[config.mk]
export PLATFORM = sky130hd
export DESIGN_NAME = murmur2_64_hash
export DESIGN_NICKNAME = d
export VERILOG_FILES = /design/src/sv/mm2h_pkg.sv /design/src/sv/mm2h_mul.sv /design/src/sv/mm2h_dp.sv /design/src/sv/mm2h_ctrl.sv /design/src/sv/murmur2_64_hash.sv
export SDC_FILE = /design/constraint.sdc
export NUM_CORES = 2
export LEC_CHECK = 0
export BUFFER_PORTS_ARGS = -buffer_cell sky130_fd_sc_hd__buf_4
export CORE_UTILIZATION = 60
export DETAILED_ROUTE_END_ITERATION = 8
export PLACE_DENSITY_LB_ADDON = 0.08
export SLEW_MARGIN = 0
export SYNTH_ARGS = -nofsm -noshare
export SYNTH_HDL_FRONTEND = slang
export SYNTH_SLANG_ARGS = --single-unit
[constraint.sdc]
create_clock -name clk -period 11.3 [get_ports clk]
set_clock_uncertainty 0.1 [all_clocks]
set_input_delay 1.13 -clock clk [delete_from_list [all_inputs] [get_ports clk]]
set_output_delay 1.13 -clock clk [all_outputs]
set_load 0.005 [all_outputs]
[src/sv/mm2h_pkg.sv]
// Shared constants and types for the MurmurHash64A block.
// No dependencies; imported by every module of the block.
`timescale 1ns / 1ps

package mm2h_pkg;

	localparam logic [63:0] MIX_MUL         = 64'hc6a4a7935bd1e995;
	localparam int          MIX_SHIFT       = 47;
	localparam logic [63:0] SEED_RESET      = 64'h00000000ee6b27eb;
	localparam int          LENGTH_BITS_DEF = 32;

	typedef enum logic [2:0] {
		MS_LEN,
		MS_WORD,
		MS_K,
		MS_FOLD,
		MS_FIN
	} mul_sel_t;

	typedef struct packed {
		logic     load;
		logic     mul_start;
		mul_sel_t mul_sel;
	} ctrl_cmd_t;

	typedef struct packed {
		logic mul_done;
		logic first;
		logic last;
		logic count_full;
		logic count_zero;
		logic out_busy;
	} dp_stat_t;

endpackage

[src/sv/mm2h_mul.sv]
// Iterative 64 x 64 multiply by the mix constant, low 64 bits of the product.
// One shared 32 x 32 multiplier, three partial products; uses mm2h_pkg.
`timescale 1ns / 1ps

module mm2h_mul import mm2h_pkg::*; (
	input  logic        clk,
	input  logic        arst_n,
	input  logic        start,
	input  logic [63:0] a,
	output logic        done,
	output logic [63:0] product
);

	typedef enum logic [1:0] {
		ST_LO,
		ST_HI,
		ST_CROSS
	} step_t;

	step_t       step_q;
	logic        busy_q;
	logic        done_q;
	logic [63:0] a_q;
	logic [63:0] lo_q;
	logic [31:0] cross_q;
	logic [63:0] product_q;
	logic [31:0] op_a;
	logic [31:0] op_b;
	logic [63:0] prod;

	always_comb begin
		op_a = (step_q == ST_HI) ? a_q[63:32] : a_q[31:0];
		op_b = (step_q == ST_CROSS) ? MIX_MUL[63:32] : MIX_MUL[31:0];
		prod = op_a * op_b;
	end

	always_ff @(posedge clk or negedge arst_n) begin
		if (!arst_n) begin
			step_q <= ST_LO;
			busy_q <= 1'b0;
			done_q <= 1'b0;
		end else begin
			done_q <= 1'b0;
			if (start) begin
				step_q <= ST_LO;
				busy_q <= 1'b1;
			end else if (busy_q) begin
				case (step_q)
					ST_LO: begin
						step_q <= ST_HI;
					end
					ST_HI: begin
						step_q <= ST_CROSS;
					end
					ST_CROSS: begin
						busy_q <= 1'b0;
						done_q <= 1'b1;
					end
					default: begin
						busy_q <= 1'b0;
					end
				endcase
			end
		end
	end

	always_ff @(posedge clk) begin
		if (start) begin
			a_q <= a;
		end else if (busy_q) begin
			case (step_q)
				ST_LO: begin
					lo_q <= prod;
				end
				ST_HI: begin
					cross_q <= prod[31:0];
				end
				ST_CROSS: begin
					product_q <= {lo_q[63:32] + cross_q + prod[31:0], lo_q[31:0]};
				end
				default: begin
					lo_q <= lo_q;
				end
			endcase
		end
	end

	assign done    = done_q;
	assign product = product_q;

endmodule

[src/sv/mm2h_dp.sv]
// Datapath: seed register, input latch, hash and mix registers, output register.
// Instantiates mm2h_mul; uses mm2h_pkg.
`timescale 1ns / 1ps

module mm2h_dp import mm2h_pkg::*; #(
	parameter int LENGTH_BITS = LENGTH_BITS_DEF
) (
	input  logic        clk,
	input  logic        arst_n,
	input  logic        cfg_we,
	input  logic [63:0] cfg_data,
	input  logic [63:0] data_word,
	input  logic [3:0]  byte_count,
	input  logic        first_item,
	input  logic        last_item,
	input  logic [31:0] message_length,
	input  ctrl_cmd_t   cmd,
	output dp_stat_t    stat,
	input  logic        out_stall,
	output logic        out_valid,
	output logic [63:0] hash_value
);

	logic [63:0] seed_q;
	logic [63:0] word_q;
	logic [3:0]  count_q;
	logic        first_q;
	logic        last_q;
	logic [31:0] len_q;
	logic [63:0] hash_q;
	logic [63:0] k_q;
	logic        out_valid_q;
	logic [63:0] hash_value_q;

	logic [31:0] len_in;
	logic [63:0] byte_mask;
	logic [63:0] fold_data;
	logic [63:0] mul_a;
	logic        mul_done;
	logic [63:0] mul_p;

	always_comb begin
		for (int i = 0; i < 32; i++) begin
			len_in[i] = message_length[i] & (i < LENGTH_BITS);
		end
		for (int j = 0; j < 8; j++) begin
			byte_mask[8*j +: 8] = (count_q > 4'(j)) ? 8'hff : 8'h00;
		end
		fold_data = count_q[3] ? k_q : (word_q & byte_mask);
		case (cmd.mul_sel)
			MS_LEN:  mul_a = {32'd0, len_q};
			MS_WORD: mul_a = word_q;
			MS_K:    mul_a = k_q;
			MS_FOLD: mul_a = hash_q ^ fold_data;
			MS_FIN:  mul_a = hash_q ^ (hash_q >> MIX_SHIFT);
			default: mul_a = word_q;
		endcase
	end

	mm2h_mul u_mul (
		.clk     (clk),
		.arst_n  (arst_n),
		.start   (cmd.mul_start),
		.a       (mul_a),
		.done    (mul_done),
		.product (mul_p)
	);

	always_ff @(posedge clk or negedge arst_n) begin
		if (!arst_n) begin
			seed_q      <= SEED_RESET;
			out_valid_q <= 1'b0;
		end else begin
			if (cfg_we) begin
				seed_q <= cfg_data;
			end
			if (mul_done && cmd.mul_sel == MS_FIN) begin
				out_valid_q <= 1'b1;
			end else if (out_valid_q && !out_stall) begin
				out_valid_q <= 1'b0;
			end
		end
	end

	always_ff @(posedge clk) begin
		if (cmd.load) begin
			word_q  <= data_word;
			count_q <= byte_count;
			first_q <= first_item;
			last_q  <= last_item;
			len_q   <= len_in;
		end
		if (mul_done) begin
			case (cmd.mul_sel)
				MS_LEN:  hash_q       <= seed_q ^ mul_p;
				MS_WORD: k_q          <= mul_p ^ (mul_p >> MIX_SHIFT);
				MS_K:    k_q          <= mul_p;
				MS_FOLD: hash_q       <= mul_p;
				MS_FIN:  hash_value_q <= mul_p ^ (mul_p >> MIX_SHIFT);
				default: k_q          <= k_q;
			endcase
		end
	end

	assign stat = '{
		mul_done:   mul_done,
		first:      first_q,
		last:       last_q,
		count_full: count_q[3],
		count_zero: (count_q == 4'd0),
		out_busy:   out_valid_q
	};

	assign out_valid  = out_valid_q;
	assign hash_value = hash_value_q;

	// a finished hash never lands on a result still waiting
	a_fin_slot_free: assert property (@(posedge clk) disable iff (!arst_n)
		(mul_done && cmd.mul_sel == MS_FIN) |-> !out_valid_q)
		else $error("final hash overwrote a pending result");

	// the result register holds while the output transfer is stalled
	a_out_hold: assert property (@(posedge clk) disable iff (!arst_n)
		(out_valid_q && out_stall) |=> (out_valid_q && $stable(hash_value_q)))
		else $error("pending result changed under stall");

endmodule

[src/sv/mm2h_ctrl.sv]
// Controller: message state and sequencing of the shared multiplier.
// Drives mm2h_dp through ctrl_cmd_t and reads dp_stat_t; uses mm2h_pkg.
`timescale 1ns / 1ps

module mm2h_ctrl import mm2h_pkg::*; (
	input  logic      clk,
	input  logic      arst_n,
	input  logic      in_valid,
	output logic      in_stall,
	output ctrl_cmd_t cmd,
	input  dp_stat_t  stat
);

	typedef enum logic [3:0] {
		S_IDLE,
		S_START,
		S_DISPATCH,
		S_INIT,
		S_MIX1,
		S_MIX2,
		S_FOLD,
		S_HOLD,
		S_FIN
	} state_t;

	state_t   state_q;
	logic     in_msg_q;
	logic     start_q;
	mul_sel_t sel_q;

	always_ff @(posedge clk or negedge arst_n) begin
		if (!arst_n) begin
			state_q  <= S_IDLE;
			in_msg_q <= 1'b0;
			start_q  <= 1'b0;
			sel_q    <= MS_LEN;
		end else begin
			start_q <= 1'b0;
			case (state_q)
				S_IDLE: begin
					if (in_valid) begin
						state_q <= S_START;
					end
				end
				S_START: begin
					if (stat.first) begin
						in_msg_q <= 1'b1;
						start_q  <= 1'b1;
						sel_q    <= MS_LEN;
						state_q  <= S_INIT;
					end else if (in_msg_q) begin
						state_q <= S_DISPATCH;
					end else begin
						state_q <= S_IDLE;
					end
				end
				S_DISPATCH: begin
					if (stat.count_full) begin
						start_q <= 1'b1;
						sel_q   <= MS_WORD;
						state_q <= S_MIX1;
					end else if (!stat.count_zero) begin
						start_q <= 1'b1;
						sel_q   <= MS_FOLD;
						state_q <= S_FOLD;
					end else if (stat.last) begin
						state_q <= S_HOLD;
					end else begin
						state_q <= S_IDLE;
					end
				end
				S_INIT: begin
					if (stat.mul_done) begin
						state_q <= S_DISPATCH;
					end
				end
				S_MIX1: begin
					if (stat.mul_done) begin
						start_q <= 1'b1;
						sel_q   <= MS_K;
						state_q <= S_MIX2;
					end
				end
				S_MIX2: begin
					if (stat.mul_done) begin
						start_q <= 1'b1;
						sel_q   <= MS_FOLD;
						state_q <= S_FOLD;
					end
				end
				S_FOLD: begin
					if (stat.mul_done) begin
						state_q <= stat.last ? S_HOLD : S_IDLE;
					end
				end
				S_HOLD: begin
					if (!stat.out_busy) begin
						in_msg_q <= 1'b0;
						start_q  <= 1'b1;
						sel_q    <= MS_FIN;
						state_q  <= S_FIN;
					end
				end
				S_FIN: begin
					if (stat.mul_done) begin
						state_q <= S_IDLE;
					end
				end
				default: begin
					state_q <= S_IDLE;
				end
			endcase
		end
	end

	assign in_stall = (state_q != S_IDLE);
	assign cmd = '{
		load:      in_valid && (state_q == S_IDLE),
		mul_start: start_q,
		mul_sel:   sel_q
	};

	a_done_in_wait: assert property (@(posedge clk) disable iff (!arst_n)
		stat.mul_done |-> (state_q == S_INIT || state_q == S_MIX1 || state_q == S_MIX2
			|| state_q == S_FOLD || state_q == S_FIN))
		else $error("multiply finished outside a wait state");

	a_start_gap: assert property (@(posedge clk) disable iff (!arst_n)
		start_q |=> (!stat.mul_done && !start_q))
		else $error("multiply restarted or finished too early");

	a_fin_closed: assert property (@(posedge clk) disable iff (!arst_n)
		(state_q == S_FIN) |-> !in_msg_q)
		else $error("message still open during finalization");

endmodule

[src/sv/murmur2_64_hash.sv]
// MurmurHash64A over a word stream: one item per transfer, one hash per message.
// Each 64-bit multiply runs on the shared multiplier; an item stalls the input while its
// multiplies run (0 to 5, the final mix of a last item among them); items outside a message are ignored.
// The hash becomes valid once the final mix multiply of the last item is done.
// The result waits in an output register; a new item is taken while it is pending.
// Reset clears the controller, the open-message flag and the output valid; seed returns to default.
`timescale 1ns / 1ps

module murmur2_64_hash import mm2h_pkg::*; #(
	parameter int LENGTH_BITS = LENGTH_BITS_DEF
) (
	input  logic        clk,
	input  logic        arst_n,
	input  logic        cfg_we,
	input  logic [63:0] cfg_data,
	input  logic        in_valid,
	output logic        in_stall,
	input  logic [63:0] data_word,
	input  logic [3:0]  byte_count,
	input  logic        first_item,
	input  logic        last_item,
	input  logic [31:0] message_length,
	output logic        out_valid,
	input  logic        out_stall,
	output logic [63:0] hash_value
);

	ctrl_cmd_t cmd;
	dp_stat_t  stat;

	mm2h_ctrl u_ctrl (
		.clk      (clk),
		.arst_n   (arst_n),
		.in_valid (in_valid),
		.in_stall (in_stall),
		.cmd      (cmd),
		.stat     (stat)
	);

	mm2h_dp #(
		.LENGTH_BITS (LENGTH_BITS)
	) u_dp (
		.clk            (clk),
		.arst_n         (arst_n),
		.cfg_we         (cfg_we),
		.cfg_data       (cfg_data),
		.data_word      (data_word),
		.byte_count     (byte_count),
		.first_item     (first_item),
		.last_item      (last_item),
		.message_length (message_length),
		.cmd            (cmd),
		.stat           (stat),
		.out_stall      (out_stall),
		.out_valid      (out_valid),
		.hash_value     (hash_value)
	);

endmodule
==> flow_summary.yaml <==
critical_path:
  worstSetupPathType: "reg -> reg"
  crit_top_cell: "fa_1"
  slowest_stage: "fa_1"
  required_ns: 11.53
  worst-path-buf-inv: 8
  critical_path.max_stage_delay_ns: 0.55
  cp_max_fo: 18
  crit_arrival_ns: 11.09
  critPathCaptureType: "flop"
  path_delay_family: "adder cells"
  worstSetupStartpointType: "flop"
die:
  core_area_um2: 82100
  io_pins: 237
  fp.dieH_um: 290
  start_util_pct: 60.7
  die_w_um: 290
  rows: 105
  die_area_um2: 84300
placement:
  place_area_um2: 53100
  dpl.hpwl_um: 122000
  dp_cells: 5492
  portBuffers: 236
  finalWeightedCongestion: 1.02
job:
  maxCapViolations: 0
cts:
  cts_tree: "built"
  cts_inserted_buffers: 54
  h-tree-depth: 2
  clockBufferDepth: 3
  root_buffer: "clkbuf_16"
  worstSkewPairLatency_ns: 0.61
  cts_sinks: 596
  cts_setup_buffers: 0
  cts.reportedPaths.clkPinSlew_ns: 0.07
  cts-hold-fix-buffers: 0
  cts_resized: 0
logic_synthesis:
  synth.mux.area_fraction_pct: 3.12
  synth-edff-count: 518
  synth_ff_type: "edfxtp_1"
  synth_top_family_by_area: "adder cells"
  synthesis.area_um2: 49900
  syn_area_per_cell_um2: 11.7
  ys_warn_count: 0
  ys_seq_area_share_pct: 35.2
  synthAdderAreaFrac_pct: 36.9
  synthXorXnorAreaFrac_pct: 4.66
  syn_inst: 4253
  synth_async_sr_flop_share_pct: 13.1
  ys_ff_latch: 596
  ys_types: 67
  synth_compound_area_share_pct: 7.43
  synth-simple-area-share_pct: 5.06
final_layout:
  layout_commonest_cell: "inv_1"
  multi_input_area_um2: 28700
  register_area_um2: 17500
  nets: 5729
  fill_cells: 6378
  design_area_um2: 54800
  drive_above_1_share_pct: 11.8
  syn_to_final_growth_pct: 9.90
  stdcell_count: 5594
  final_cell_mix: "875 x inv_1, 652 x fa_1, 518 x edfxtp_1"
drt:
  antenna_left: 0
  vias: 33000
  wl_per_cell_um: 26.7
  routed_wl_um: 149000
  dr.pass1.iters: 6
  dr.first_iter.drc_count: 3292
  drcViolationCount: 0
  viasPerCell: 5.89
grt:
  grt_max_degree: 71
  first_global_vias: 33900
  grt_first_pass_wirelength_um: 221000
  antenna_found_initial: 6
  grt-ovfl-total: 0
  grt_use_total_pct: 36.1
sta:
  tns_ns: 0
  finalMaxSlewViolations: 0
  max-slew-margin-rel_pct: 12.8
  hold_viol_final: 0
  fmax_mhz: 92.1
  worstMarginPinSlew_ns: 1.30
  min_period_over_period_pct: 96.1
  rsz0062_at_grt: "false"
  period_needed_ns: 10.86
  finalSetupViolations: 0
status:
  status: "finished, final reports clean"
min_path:
  hp-class: "reg -> reg"
state kept, by name, summed over array words and instances, names as in the netlist, 2 cells and up:
name and flops:
u_dp.hash_q 64, u_dp.hash_value 64, u_dp.k_q 64, u_dp.seed_q 64, u_dp.u_mul.a_q 64, u_dp.u_mul.lo_q 64
u_dp.u_mul.product 64, u_dp.word_q 64, u_dp.len_q 32, u_dp.u_mul.cross_q 32, u_ctrl.state_q 4, u_dp.count_q 4
u_ctrl.sel_q 3, u_dp.u_mul.step_q 2
metrics by stage:
stage,setup slack (ns),hold WS [ns],utilization [%]
5_1_grt,0.00173,0.323,66.7
3_5_place_dp,0.538,0.305,64.6
6_report,0.442,0.320,66.7
2_1_floorplan,0.891,0.300,-
4_1_cts,0.477,0.318,66.7
3_3_place_gp,0.612,0.301,64.6
Yosys cell counts (all sizes together) (61+ instances only):
cell type	instances	share of area, %
inv	875	6.6
mux2	84	1.9
o21ai	106	1.1
xnor2	185	3.2
nand2	262	2.0
xor2	80	1.4
edfxtp	518	31
mux2i	61	1.2
nor2	185	1.4
fa	652	26
a21oi	155	1.6
clkbuf	122	0.92
ha	428	11
a21o	68	1.0
logic make-up (layout without fill, tap and decap cells):
| family | count (synthesis) | after routing |
|---|---|---|
| xor+xnor | 265 | 265 |
| mux | 145 | 145 |
| compound gates | 568 | 568 |
| simple gates | 585 | 585 |
| fa+ha+maj | 1080 | 1080 |
| flops | 596 | 596 |
| other cells | 2 | 8 |
| buf+inv | 1012 | 1277 |
path summary, 6_finish.rpt:
kind | end | slack [ns] | startpoint | depth (start not counted)
worst max-delay path | u_dp.u_mul.product[63]$_DFFE_PP_ | 0.44 | u_dp.u_mul.step_q[0]$_DFFE_PN0P_ | 37
worst min-delay path | u_dp.u_mul.product[8]$_DFFE_PP_ | 0.32 | u_dp.u_mul.lo_q[8]$_DFFE_PP_ | 0
worst max register to register | u_dp.u_mul.product[63]$_DFFE_PP_ | 0.44 | u_dp.u_mul.step_q[0]$_DFFE_PN0P_ | 37
worst min register to register | u_dp.u_mul.product[8]$_DFFE_PP_ | 0.32 | u_dp.u_mul.lo_q[8]$_DFFE_PP_ | 0
max in group asynchronous | u_ctrl.sel_q[2]$_DFFE_PN0P_ | 9.43 | arst_n | 2
min in group asynchronous | u_dp.seed_q[24]$_DFFE_PN0P_ | 0.36 | arst_n | 1
final cells by class:
type	count	share of cell area [%]
Multi-Input combinational cell	2649	52.3
Clock inverter	28	0.454
Clock buffer	72	2.66
Inverter	877	6.01
Antenna cell	2	0.00913
Tap cell	1070	2.44
Timing Repair Buffer	300	4.11
Sequential cell	596	32.0
routing by layer:
| metal | wire, um | global-route usage [%] | vias to the layer above |
|---|---|---|---|
| met5 | 13 | 0 | - |
| met4 | 5110 | 10.7 | 2 |
| met3 | 12400 | 5.54 | 244 |
| met2 | 71100 | 58.4 | 1475 |
| met1 | 60600 | 50.9 | 16900 |
| li1 | - | - | 14400 |
Power is left out: the tool's default activity adds up to more than one toggle a clock period on the data nets, which glitch-free logic cannot reach.
